File: src/rtl/core/hts_pkg.sv
package hts_pkg;

	// Output limit and reset value of the capacity register
	localparam logic [12:0] OUT_LIMIT = 13'd4096;
	localparam logic [12:0] CAP_RESET = 13'd256;

	// Number of recognised entities and longest entity text
	localparam int ENT_NUM = 6;
	localparam int BUF_DEPTH = 6;

	// Byte codes with a meaning of their own
	localparam logic [7:0] CH_LT    = 8'h3C;
	localparam logic [7:0] CH_GT    = 8'h3E;
	localparam logic [7:0] CH_AMP   = 8'h26;
	localparam logic [7:0] CH_CR    = 8'h0D;
	localparam logic [7:0] CH_LF    = 8'h0A;
	localparam logic [7:0] CH_TAB   = 8'h09;
	localparam logic [7:0] CH_SPACE = 8'h20;
	localparam logic [7:0] CH_QUOT  = 8'h22;
	localparam logic [7:0] CH_APOS  = 8'h27;

	// Controller states
	typedef enum logic [1:0] {
		ST_IDLE,
		ST_FEED,
		ST_DRAIN
	} state_t;

	// Datapath operations
	typedef enum logic [2:0] {
		OP_NONE,
		OP_LOAD,
		OP_FEED_IN,
		OP_FEED_REPLAY,
		OP_FLUSH,
		OP_TERM
	} op_t;

	typedef struct packed {
		op_t op;
	} cmd_t;

	typedef struct packed {
		logic slot_free;
		logic rcnt_zero;
		logic fill_zero;
		logic eot;
		logic replay_next;
	} status_t;

	// Entity text, left aligned, six bytes
	function automatic logic [47:0] ent_text(input logic [2:0] e);
		logic [47:0] s;
		unique case (e)
			3'd0:    s = {"&amp;", 8'h00};
			3'd1:    s = {"&lt;", 16'h0000};
			3'd2:    s = {"&gt;", 16'h0000};
			3'd3:    s = "&quot;";
			3'd4:    s = {"&#39;", 8'h00};
			3'd5:    s = "&nbsp;";
			default: s = '0;
		endcase
		return s;
	endfunction

	// Byte at position pos of entity e
	function automatic logic [7:0] ent_char(input logic [2:0] e, input logic [2:0] pos);
		logic [47:0] sh;
		logic [7:0]  c;
		sh = ent_text(e) >> {3'd5 - pos, 3'b000};
		c = (pos > 3'd5) ? 8'h00 : sh[7:0];
		return c;
	endfunction

	function automatic logic [2:0] ent_len(input logic [2:0] e);
		logic [2:0] n;
		unique case (e)
			3'd0:    n = 3'd5;
			3'd1:    n = 3'd4;
			3'd2:    n = 3'd4;
			3'd3:    n = 3'd6;
			3'd4:    n = 3'd5;
			3'd5:    n = 3'd6;
			default: n = 3'd0;
		endcase
		return n;
	endfunction

	function automatic logic [7:0] ent_val(input logic [2:0] e);
		logic [7:0] v;
		unique case (e)
			3'd0:    v = CH_AMP;
			3'd1:    v = CH_LT;
			3'd2:    v = CH_GT;
			3'd3:    v = CH_QUOT;
			3'd4:    v = CH_APOS;
			3'd5:    v = CH_SPACE;
			default: v = 8'h00;
		endcase
		return v;
	endfunction

endpackage

File: src/rtl/core/hts_datapath.sv
module hts_datapath (
	input  logic                clk,
	input  logic                arst_n,
	input  hts_pkg::cmd_t       cmd,
	output hts_pkg::status_t    status,
	input  logic [7:0]          in_byte,
	input  logic                in_eot,
	input  logic                cfg_wr_en,
	input  logic [12:0]         cfg_wr_data,
	output logic                out_valid,
	input  logic                out_ready,
	output logic [11:0]         out_spaces,
	output logic [7:0]          out_char,
	output logic                out_char_valid,
	output logic                out_last
);

	// Request and document state
	logic [7:0]  in_q;
	logic        eot_q;
	logic [12:0] cap_q;
	logic        inside_q, los_q, full_q;
	logic [11:0] held_q, wc_q;
	logic [2:0]  fill_q, rcnt_q;
	logic [5:0]  cand_q;
	logic [7:0]  buf_q [hts_pkg::BUF_DEPTH];

	// Output register
	logic        ovalid_q;
	logic [11:0] osp_q;
	logic [7:0]  ochar_q;
	logic        ocv_q, olast_q;

	// Next values
	logic        inside_d, los_d, full_d;
	logic [11:0] held_d, wc_d;
	logic [2:0]  fill_d, rcnt_d;
	logic [5:0]  cand_d, newcand;
	logic [7:0]  buf_d [hts_pkg::BUF_DEPTH];
	logic [7:0]  buf_w [hts_pkg::BUF_DEPTH];

	logic        slot_free, is_rep, do_emit, do_space, shift, full_hit;
	logic        space_ev, char_ev, res_valid, res_cv, res_last;
	logic        any_cand, any_done;
	logic [7:0]  x, buf_rd, emit_c, done_val, res_char;
	logic [11:0] res_sp;
	logic [12:0] cap_eff, wc_inc;

	assign slot_free = !ovalid_q || out_ready;
	assign is_rep    = (cmd.op == hts_pkg::OP_FEED_REPLAY);
	assign cap_eff   = (cap_q > hts_pkg::OUT_LIMIT) ? hts_pkg::OUT_LIMIT : cap_q;
	assign wc_inc    = {1'b0, wc_q} + 13'd1;
	assign full_hit  = full_q || (wc_inc >= cap_eff);

	// Byte under the replay pointer
	always_comb begin
		buf_rd = 8'h00;
		for (int i = 0; i < hts_pkg::BUF_DEPTH; i++) begin
			if (fill_q == 3'(i)) buf_rd = buf_q[i];
		end
	end

	assign x = is_rep ? buf_rd : in_q;

	// Entity candidates after this byte
	always_comb begin
		any_cand = 1'b0;
		any_done = 1'b0;
		done_val = 8'h00;
		for (int e = 0; e < hts_pkg::ENT_NUM; e++) begin
			newcand[e] = cand_q[e] && (fill_q < hts_pkg::ent_len(3'(e)))
				&& (x == hts_pkg::ent_char(3'(e), fill_q));
			if (newcand[e]) any_cand = 1'b1;
			if (newcand[e] && ((fill_q + 3'd1) == hts_pkg::ent_len(3'(e)))) begin
				any_done = 1'b1;
				done_val = hts_pkg::ent_val(3'(e));
			end
		end
	end

	// One processing step
	always_comb begin
		inside_d = inside_q;
		full_d   = full_q;
		fill_d   = fill_q;
		rcnt_d   = rcnt_q;
		cand_d   = cand_q;
		do_emit  = 1'b0;
		do_space = 1'b0;
		emit_c   = 8'h00;
		shift    = 1'b0;
		unique case (cmd.op)
			hts_pkg::OP_FEED_IN, hts_pkg::OP_FEED_REPLAY: begin
				if (is_rep) rcnt_d = rcnt_q - 3'd1;
				if (fill_q != 3'd0) begin
					if (any_done) begin
						fill_d  = 3'd0;
						do_emit = 1'b1;
						emit_c  = done_val;
					end else if (any_cand) begin
						fill_d = fill_q + 3'd1;
						cand_d = newcand;
					end else begin
						// no entity: emit the ampersand, replay what follows it
						do_emit = 1'b1;
						emit_c  = hts_pkg::CH_AMP;
						fill_d  = 3'd0;
						shift   = 1'b1;
						rcnt_d  = 3'(fill_q + (is_rep ? rcnt_q - 3'd1 : rcnt_q));
					end
				end else begin
					if (full_hit) begin
						full_d = 1'b1;
					end else if (x == hts_pkg::CH_LT) begin
						inside_d = 1'b1;
					end else if (x == hts_pkg::CH_GT) begin
						inside_d = 1'b0;
						do_space = 1'b1;
					end else if (inside_q) begin
						do_space = 1'b0;
					end else if (x == hts_pkg::CH_AMP) begin
						fill_d = 3'd1;
						cand_d = '1;
					end else if (x == hts_pkg::CH_CR || x == hts_pkg::CH_LF
							|| x == hts_pkg::CH_TAB) begin
						do_space = 1'b1;
					end else begin
						do_emit = 1'b1;
						emit_c  = x;
					end
					if (is_rep && fill_d == 3'd0) shift = 1'b1;
				end
			end
			hts_pkg::OP_FLUSH: begin
				do_emit = 1'b1;
				emit_c  = hts_pkg::CH_AMP;
				fill_d  = 3'd0;
				shift   = 1'b1;
				rcnt_d  = 3'(rcnt_q + fill_q - 3'd1);
			end
			default: begin
				fill_d = fill_q;
			end
		endcase
	end

	// Space and character accounting
	always_comb begin
		space_ev = (do_space && wc_q != 12'd0 && !los_q)
			|| (do_emit && emit_c == hts_pkg::CH_SPACE);
		char_ev  = do_emit && emit_c != hts_pkg::CH_SPACE;
		held_d   = held_q;
		wc_d     = wc_q;
		los_d    = los_q;
		if (space_ev) begin
			held_d = held_q + 12'd1;
			wc_d   = wc_q + 12'd1;
			los_d  = 1'b1;
		end else if (char_ev) begin
			held_d = 12'd0;
			wc_d   = wc_q + 12'd1;
			los_d  = 1'b0;
		end
	end

	// Result of this step
	always_comb begin
		res_valid = char_ev || (cmd.op == hts_pkg::OP_TERM);
		res_sp    = (cmd.op == hts_pkg::OP_TERM) ? 12'd0 : held_q;
		res_char  = (cmd.op == hts_pkg::OP_TERM) ? 8'h00 : emit_c;
		res_cv    = (cmd.op != hts_pkg::OP_TERM);
		res_last  = (cmd.op == hts_pkg::OP_TERM);
	end

	// Entity buffer: write the new byte, then drop the head on a shift
	always_comb begin
		for (int i = 0; i < hts_pkg::BUF_DEPTH; i++) begin
			buf_w[i] = (cmd.op == hts_pkg::OP_FEED_IN && fill_q == 3'(i)) ? in_q : buf_q[i];
		end
		for (int i = 0; i < hts_pkg::BUF_DEPTH - 1; i++) begin
			buf_d[i] = shift ? buf_w[i + 1] : buf_w[i];
		end
		buf_d[hts_pkg::BUF_DEPTH - 1] = buf_w[hts_pkg::BUF_DEPTH - 1];
	end

	// Control state
	always_ff @(posedge clk or negedge arst_n) begin
		if (!arst_n) begin
			cap_q    <= hts_pkg::CAP_RESET;
			eot_q    <= 1'b0;
			inside_q <= 1'b0;
			los_q    <= 1'b0;
			full_q   <= 1'b0;
			held_q   <= 12'd0;
			wc_q     <= 12'd0;
			fill_q   <= 3'd0;
			rcnt_q   <= 3'd0;
			cand_q   <= 6'd0;
			ovalid_q <= 1'b0;
		end else begin
			if (cfg_wr_en) cap_q <= cfg_wr_data;
			if (cmd.op == hts_pkg::OP_LOAD) eot_q <= in_eot;
			if (slot_free) ovalid_q <= res_valid;
			if (cmd.op == hts_pkg::OP_TERM) begin
				inside_q <= 1'b0;
				los_q    <= 1'b0;
				full_q   <= 1'b0;
				held_q   <= 12'd0;
				wc_q     <= 12'd0;
				fill_q   <= 3'd0;
				rcnt_q   <= 3'd0;
				cand_q   <= 6'd0;
			end else begin
				inside_q <= inside_d;
				los_q    <= los_d;
				full_q   <= full_d;
				held_q   <= held_d;
				wc_q     <= wc_d;
				fill_q   <= fill_d;
				rcnt_q   <= rcnt_d;
				cand_q   <= cand_d;
			end
		end
	end

	// Payload registers
	always_ff @(posedge clk) begin
		if (cmd.op == hts_pkg::OP_LOAD) in_q <= in_byte;
		for (int i = 0; i < hts_pkg::BUF_DEPTH; i++) buf_q[i] <= buf_d[i];
		if (slot_free && res_valid) begin
			osp_q   <= res_sp;
			ochar_q <= res_char;
			ocv_q   <= res_cv;
			olast_q <= res_last;
		end
	end

	assign status.slot_free   = slot_free;
	assign status.rcnt_zero   = (rcnt_q == 3'd0);
	assign status.fill_zero   = (fill_q == 3'd0);
	assign status.eot         = eot_q;
	assign status.replay_next = (rcnt_d != 3'd0);

	assign out_valid      = ovalid_q;
	assign out_spaces     = osp_q;
	assign out_char       = ochar_q;
	assign out_char_valid = ocv_q;
	assign out_last       = olast_q;

endmodule

File: src/rtl/core/hts_ctrl.sv
module hts_ctrl (
	input  logic              clk,
	input  logic              arst_n,
	input  logic              in_valid,
	output logic              in_ready,
	input  hts_pkg::status_t  status,
	output hts_pkg::cmd_t     cmd
);

	hts_pkg::state_t state_q, state_d;

	always_ff @(posedge clk or negedge arst_n) begin
		if (!arst_n) state_q <= hts_pkg::ST_IDLE;
		else         state_q <= state_d;
	end

	// Next state
	always_comb begin
		state_d = state_q;
		unique case (state_q)
			hts_pkg::ST_IDLE: begin
				if (in_valid) state_d = hts_pkg::ST_FEED;
			end
			hts_pkg::ST_FEED: begin
				if (status.slot_free) begin
					state_d = (status.replay_next || status.eot) ? hts_pkg::ST_DRAIN
						: hts_pkg::ST_IDLE;
				end
			end
			hts_pkg::ST_DRAIN: begin
				if (!status.rcnt_zero || (status.eot && !status.fill_zero)) begin
					state_d = hts_pkg::ST_DRAIN;
				end else if (status.eot) begin
					if (status.slot_free) state_d = hts_pkg::ST_IDLE;
				end else begin
					state_d = hts_pkg::ST_IDLE;
				end
			end
			default: state_d = hts_pkg::ST_IDLE;
		endcase
	end

	// Outputs
	always_comb begin
		in_ready = 1'b0;
		cmd.op   = hts_pkg::OP_NONE;
		unique case (state_q)
			hts_pkg::ST_IDLE: begin
				in_ready = 1'b1;
				if (in_valid) cmd.op = hts_pkg::OP_LOAD;
			end
			hts_pkg::ST_FEED: begin
				if (status.slot_free) cmd.op = hts_pkg::OP_FEED_IN;
			end
			hts_pkg::ST_DRAIN: begin
				if (status.slot_free) begin
					if (!status.rcnt_zero)                    cmd.op = hts_pkg::OP_FEED_REPLAY;
					else if (status.eot && !status.fill_zero) cmd.op = hts_pkg::OP_FLUSH;
					else if (status.eot)                      cmd.op = hts_pkg::OP_TERM;
				end
			end
			default: cmd.op = hts_pkg::OP_NONE;
		endcase
	end

endmodule

File: src/rtl/core/html_tag_stripper.sv
// HTML to plain text filter. Raw bytes come in on the slave stream, tlast on
// the final byte of a document. Tags are dropped, the six common entities are
// decoded, and '>', CR, LF and tab become single spaces. Spaces are not sent
// on their own: each output request carries the count of spaces that precede
// its character, so trailing spaces disappear. The last request of a document
// is a terminator with char_valid (tuser) low and tlast high. Output stops at
// capacity minus one bytes, spaces included; capacity is set through the
// write port (reset 256, values over 4096 act as 4096). A byte is captured,
// then passes once through the byte processor. A failed entity match
// replays the bytes held behind the '&', up to five, then returns to idle;
// at end of document an open entity is flushed (its '&' sent, the rest
// replayed) before the terminator is sent. Every processing step waits
// while the single output register holds a request not yet taken.
module html_tag_stripper (
	input  logic        clk,
	input  logic        arst_n,
	input  logic        cfg_wr_en,
	input  logic [12:0] cfg_wr_data,   // out_capacity
	input  logic        s_axis_tvalid,
	output logic        s_axis_tready,
	input  logic [7:0]  s_axis_tdata,  // [7:0] in_byte
	input  logic        s_axis_tlast,  // end_of_text
	output logic        m_axis_tvalid,
	input  logic        m_axis_tready,
	output logic [23:0] m_axis_tdata,  // [11:0] spaces_before, [19:12] out_char, zero pad
	output logic        m_axis_tuser,  // [0] char_valid
	output logic        m_axis_tlast   // last_result
);

	hts_pkg::cmd_t    cmd;
	hts_pkg::status_t status;
	logic [11:0]      spaces;
	logic [7:0]       ochar;

	hts_ctrl u_ctrl (
		.clk      (clk),
		.arst_n   (arst_n),
		.in_valid (s_axis_tvalid),
		.in_ready (s_axis_tready),
		.status   (status),
		.cmd      (cmd)
	);

	hts_datapath u_dp (
		.clk            (clk),
		.arst_n         (arst_n),
		.cmd            (cmd),
		.status         (status),
		.in_byte        (s_axis_tdata),
		.in_eot         (s_axis_tlast),
		.cfg_wr_en      (cfg_wr_en),
		.cfg_wr_data    (cfg_wr_data),
		.out_valid      (m_axis_tvalid),
		.out_ready      (m_axis_tready),
		.out_spaces     (spaces),
		.out_char       (ochar),
		.out_char_valid (m_axis_tuser),
		.out_last       (m_axis_tlast)
	);

	assign m_axis_tdata = {4'h0, ochar, spaces};

endmodule
File: config.mk
export PLATFORM = sky130hd
export DESIGN_NAME = html_tag_stripper
export DESIGN_NICKNAME = d
export VERILOG_FILES = /design/src/rtl/core/hts_pkg.sv /design/src/rtl/core/hts_datapath.sv /design/src/rtl/core/hts_ctrl.sv /design/src/rtl/core/html_tag_stripper.sv
export SDC_FILE = /design/constraint.sdc
export NUM_CORES = 1
export LEC_CHECK = 0
export BUFFER_PORTS_ARGS = -buffer_cell sky130_fd_sc_hd__buf_2
export CAP_MARGIN = 20
export CORE_MARGIN = 3
export CORE_UTILIZATION = 52
export DETAILED_ROUTE_END_ITERATION = 7
export PLACE_DENSITY = 0.67
export RECOVER_POWER = 50
export SETUP_SLACK_MARGIN = 0.5
export SLEW_MARGIN = 30
export SYNTH_ARGS = -nofsm -noshare
export SYNTH_HDL_FRONTEND = slang
export SYNTH_SLANG_ARGS = --single-unit
File: constraint.sdc
create_clock -name clk -period 6.9 [get_ports clk]
set_input_delay 1.38 -clock clk [delete_from_list [all_inputs] [get_ports clk]]
set_output_delay 1.38 -clock clk [all_outputs]
set_load 0.005 [all_outputs]
After elaboration in Yosys (flattened, before gate mapping)
Memory sizes are Yosys's and may differ from the RTL's.
Cells that the tools add are included.
Word-level totals
  bits in registers: 86
  bits in latches: 0
  memory bits (writable): 48
  ROM bits: 0
  bits of input ports: 27
  memories kept: 1
Operators by class
  add/sub/neg operators: 9
  multiply operators: 0
  divide/modulo/power cells: 0
  $lt $le $gt $ge: 6
  equal/unequal tests: 41
  shifts and indexed selects: 6
  mux-type cells: 137
  bitwise gates (word level): 0
  reductions and logical operators: 61
Memory list
  u_dp.buf_q: words 6, width 8, rd ports 6, clocked after Yosys merged registers in 0, wr ports 6, RTL line hts_datapath.sv:26  | logic [7:0] buf_q [hts_pkg::BUF_DEPTH];
Operator list (number)
  $shr 46x6->8 const A: 6
  $mux 8: 32
  $mux 6: 17
  $mux 12: 6
  $mux 3: 20
  $eq 8x8->1: 6
  $mux 1: 47
  $eq 8x6->1 const B: 4
  $logic_and 1x1->1: 31
  $add 12x1->12 const B: 2
  $eq 8x4->1 const B: 3
  $eq 3x3->1 const B: 7
  $reduce_bool 3->1: 6
  $pmux 8 s2: 1
  $mux 2: 7
  $add 12x1->13 const B: 1
  $ge 13x13->1: 1
  $gt 13x13->1 const B: 1
  $mux 13: 1
  $eq 3x2->1 const B: 4
  $pmux 3 s2: 2
  $reduce_bool 12->1: 1
  $logic_not 3->1: 3
  $lt 3x3->1 const B: 3
  other kinds (26): 48

Depth between registers and ports, before layout
  depth in word-level cells: 26
  depth in mapped cells: 20
  gate-level depth less buffers: 17

Modules after synthesis
Synthesis repeated with hierarchy kept, for this count alone.
Second synthesis, totals
  cells, all modules: 886
  area, all modules: 8376.8 um^2
By module, submodules not included
  hts_datapath: times used 1, cells an instance 861, area each 8186.6 um^2, sequential area each 3294.4 um^2
  hts_ctrl: times used 1, cells an instance 20, area each 156.4 um^2, sequential area each 50.0 um^2
  html_tag_stripper: times used 1, cells an instance 5, area each 33.8 um^2, sequential area each 0.0 um^2

Worst setup path before layout
No wires, ideal clock.
  path type: input to register
  from: input port m_axis_tready
  to: register u_dp.ochar_q[0] (netlist: u_dp.out_char[0]), enable pin
  library setup time: 0.401 ns
  arrival: 5.100 ns
  data required time: 6.499 ns
  setup slack: 1.399 ns
  cell stages on the path: 13
  path buffers: 2
  cells stage by stage: nor2b_1 > buf_2 > nor3_4 > mux2_2 > or2_1 > clkbuf_1 > o311a_1 > and4b_1 > a311o_1 > a221o_1 > o22ai_2 > nor4_1 > nor2_1
Between the ends
  cells in the longest elaborated chain, start to end: 21
RTL lines
  start: declaration: RTL line html_tag_stripper.sv:24  | input logic m_axis_tready,
  $logic_or 1x1->1 (*): RTL line hts_datapath.sv:49  | assign slot_free = !ovalid_q || out_ready;
  $mux 3 or $mux 2 (tied branches): RTL line hts_ctrl.sv:56, hts_ctrl.sv:53
  $pmux 3 s3: RTL line hts_ctrl.sv:47  | unique case (state_q)
  $eq 3x2->1: RTL line hts_datapath.sv:50, hts_datapath.sv:92
  $mux 8: RTL line hts_datapath.sv:63  | assign x = is_rep ? buf_rd : in_q;
  $eq 8x8->1: RTL line hts_datapath.sv:72  | && (x == hts_pkg::ent_char(3'(e), fill_q));
  $logic_and 1x1->1: RTL line hts_datapath.sv:72
  $mux 1 or $logic_and 1x1->1 (tied branches): RTL line hts_datapath.sv:73, hts_datapath.sv:74
  $mux 1 (tied with other cells) (5 in a row): RTL line hts_datapath.sv:73  | if (newcand[e]) any_cand = 1'b1;
  $mux 6 (tied with other cells): RTL line hts_datapath.sv:100  | end else if (any_cand) begin
  $mux 8: RTL line hts_datapath.sv:96  | if (any_done) begin
  $mux 8: RTL line hts_datapath.sv:95  | if (fill_q != 3'd0) begin
  $pmux 8 s2: RTL line hts_datapath.sv:92  | unique case (cmd.op)
  $ne 8x6->1: RTL line hts_datapath.sv:151  | char_ev = do_emit && emit_c != hts_pkg::CH_SPACE;
  $logic_and 1x1->1: RTL line hts_datapath.sv:151
  $logic_or 1x1->1: RTL line hts_datapath.sv:168  | res_valid = char_ev || (cmd.op == hts_pkg::OP_TERM);
  $logic_and 1x1->1 (*): RTL line hts_datapath.sv:230  | if (slot_free && res_valid) begin
  end signal: assignment: RTL line hts_datapath.sv:232  | ochar_q <= res_char;
  end: declaration: RTL line hts_datapath.sv:31  | logic [7:0] ochar_q;
Every way passes the cells marked *; elsewhere a longest branch is shown, timed or not.
A chain may end at the register's enable or synchronous reset.

Worst setup path after layout
  from: input port m_axis_tready
  to: register u_dp.ochar_q[2] (netlist: u_dp.out_char[2]), enable pin
Same word-level chain as after synthesis.

==> summary.txt <==
max-capacitance violation count -> 1
Fill cells -> 1448
Die Span Y -> 136 um
CP bufs+invs -> 2
Final Cell Area -> 0.00972 sq mm
post-CTS setup buffer count -> 0
port buffer count -> 50
cts hold-fix bufs -> 0
sequential fraction of the synthesis area -> 38.1%
routed vias -> 7637
CTS tree -> built
PwrDens -> 369 mW/mm^2
unrepaired setup endpoints after global routing -> no
GRT Residual Overflow -> 0
GPL Wtd Cong -> 0.979
Placed Instance Area -> 0.00915 sq mm
Cell Rows -> 46
final setup violating endpoints -> 0
CP endpoint kind -> register
core box area -> 0.0162 sq mm
Inst Count DP -> 1186
critical path data required time -> 7.05 ns
Netlist cell types -> 100
routed length per instance -> 19.6 um
proportion of layout cells with a drive suffix above 1 -> 16.2%
Clock Path Buffers -> 2
Setup crit start kind -> input pin
most common cell after layout, fill and taps aside -> nand2_1
Area Growth Syn to Fin -> 10.8%
overall routing resource usage -> 26.3%
synthesis warning total -> 0
Crit-path slowest cell -> mux2i_1
Crit Path Max Fanout -> 22
Max Clk Rate -> 167 MHz
outcome -> finished, violations left
initial antenna violation count -> 0
final hold slack -> 0.466 ns
mean post-synth cell area -> 9.23 sq um
n_diodes -> 0
final std cells w/o fill -> 1217
CTS resizes -> 0
first-pass GRT wire length -> 38100 um
worst skew pair latency -> 0.42 ns
Relative slew margins -> -107%
final WL -> 23900 um
cell count after synthesis -> 951
final antenna-violating net count -> 0
ys flop type -> dfrtp_1
synth top area cells -> dfrtp_1 (16%), edfxtp_1 (13%), dfxtp_1 (9.1%)
clock transition at the registers of the reported paths -> 0.06 ns
commonest cells after routing, fill and taps aside -> nand2_1 (96), nor2_1 (69), inv_1 (57), dfrtp_1 (55), a21oi_1 (47)
worst min-delay path class -> register to register
Tightest Pin Transition -> 3.10 ns
Initial Util -> 54.3%
IO Count -> 55
DRC viols -> 0
FF+latch count, synth -> 134
DRT Pass-1 Iters -> 7
Post-synth ARST share -> 41.8%
setup TNS -> 0 ns
Final #Nets -> 1051
H-tree levels -> 4
Slew Limit Fails -> 57
die area -> 0.0185 sq mm
Worst Path Arrival -> 6.13 ns
Final Cycle Share -> 86.7%
number of global-route vias before repair -> 7108
largest net degree at the start of global routing -> 57
crit-path leading delay family -> simple AND/OR/NAND/NOR gates
CP peak stage delay -> 0.77 ns
Yosys top cell by area -> dfrtp_1
Synth top area share -> 15.7%
half-perimeter wire length after placement -> 17600 um
skew final -> 0.0119 ns
maximum vdd drop -> 0.270 mV
worst-path cell chain -> clkbuf_1, nor2b_1, nor3_4, mux2i_1, nand3_1, a2111oi_1, nand4b_1, o2111ai_2, o21ai_2, or4_4, nor4_1, nor2_2, buf_4
crit path kind -> input pin to register
Post-synth EDFFs -> 38
vias per cell -> 6.28
Die Wd -> 136 um
clk sinks -> 134
Hold Vio Cnt, Final -> 0
root buffer cell -> clkbuf_16
failing checks -> capacitance limit, slew limit
Leakage -> 0.00415 uW
CTS Buf Count -> 17
min cycle time layout -> 5.98 ns
synthesized cell area -> 0.00878 sq mm
drt initial violations -> 956
-- cell type report --
cell class,instances,area (sq um),share of cell area [%]
clock buffers,19,464,4.77
clock inverters,12,139,1.43
inverters,57,214,2.20
multi-input cells,711,4930,50.7
flip-flops and latches,134,3340,34.4
well taps,216,270,2.78
repair buffers,68,359,3.69
-- through the flow --
| step | setup WS (ns) | total power, uW | utilization [%] |
|---|---|---|---|
| 2_1_floorplan | 1.40 | 2230 | - |
| 3_3_place_gp | 0.788 | 2620 | 56.6 |
| 3_5_place_dp | 0.682 | 2640 | 56.6 |
| 4_1_cts | 1.12 | 3580 | 60.3 |
| 5_1_grt | 0.723 | 3800 | 60.1 |
| 6_report | 0.917 | 3580 | 60.1 |
-- worst reg2reg max path: cells and delay by family, from the launching register on --
family                   cells  cell delay [ns]
AND/OR/NAND/NOR              7             2.25
buffers and inverters        3             0.84
flip-flops                   1             0.50
AO/OA/AOI/OAI                4             1.36
adder cells (fa/ha/maj)      1             0.68
-- synthesized netlist by cell type (all sizes together) (16+ instances only) --
cell    instances
dfrtp          55
xnor2          25
mux2i          23
a221oi         16
buf            28
clkbuf         24
nand2b         17
nand3          45
ha             34
nor3           26
nor2           73
a222oi         16
o21ai          52
edfxtp         38
a21oi          51
dfxtp          40
nand2          99
inv            57
mux2           29
-- where the power goes --
part	internal, uW	switching, uW
Clock	568	370
Sequential	1090	137
Combinational	521	903
-- routing by layer --
metal  GRT usage, %  wire length, um  up-vias
met2           39.4            10500      353
met5              0                0        -
li1               -                -     3576
met3           4.37             1910       46
met1           39.0            11100     3662
met4           7.95              451        0
-- flip-flops by register name, summed over array words and instances (netlist names), 2 cells and up --
name,cells
u_dp.wc_q,12
u_dp.in_q,8
u_dp.cand_q,6
u_ctrl.state_q,2
u_dp.rcnt_q,3
u_dp.out_spaces,12
u_dp.out_char,8
u_dp.cap_q,13
u_dp.fill_q,3
u_dp.buf_q,48
u_dp.held_q,12
-- logic make-up (layout without fill, tap and decap cells) --
kind of cell | Yosys count | after routing | share of synthesized area, %
simple gates | 352 | 352 | 21.3
compound gates | 234 | 234 | 19.6
flops | 134 | 134 | 38.1
buf+inv | 109 | 156 | 6.00
mux | 52 | 52 | 6.47
fa+ha+maj | 35 | 35 | 5.07
xor+xnor | 34 | 34 | 3.39
other cells | 1 | 4 | 0.0427
-- worst paths after layout --
path | endpoint | from | slack, ns | cells past startpoint
max | u_dp.out_char[2] | m_axis_tready | 0.92 | 13
min | u_ctrl.state_q[0] | u_ctrl.state_q[1] | 0.47 | 1
max reg2reg | u_dp.out_char[2] | u_dp.fill_q[1] | 1.00 | 15
min reg2reg | u_ctrl.state_q[0] | u_ctrl.state_q[1] | 0.47 | 1
max in group asynchronous | u_dp.cap_q[10] | arst_n | 3.06 | 2
min in group asynchronous | u_dp.cand_q[0] | arst_n | 2.06 | 2
Power figures use the tool's default switching activity.
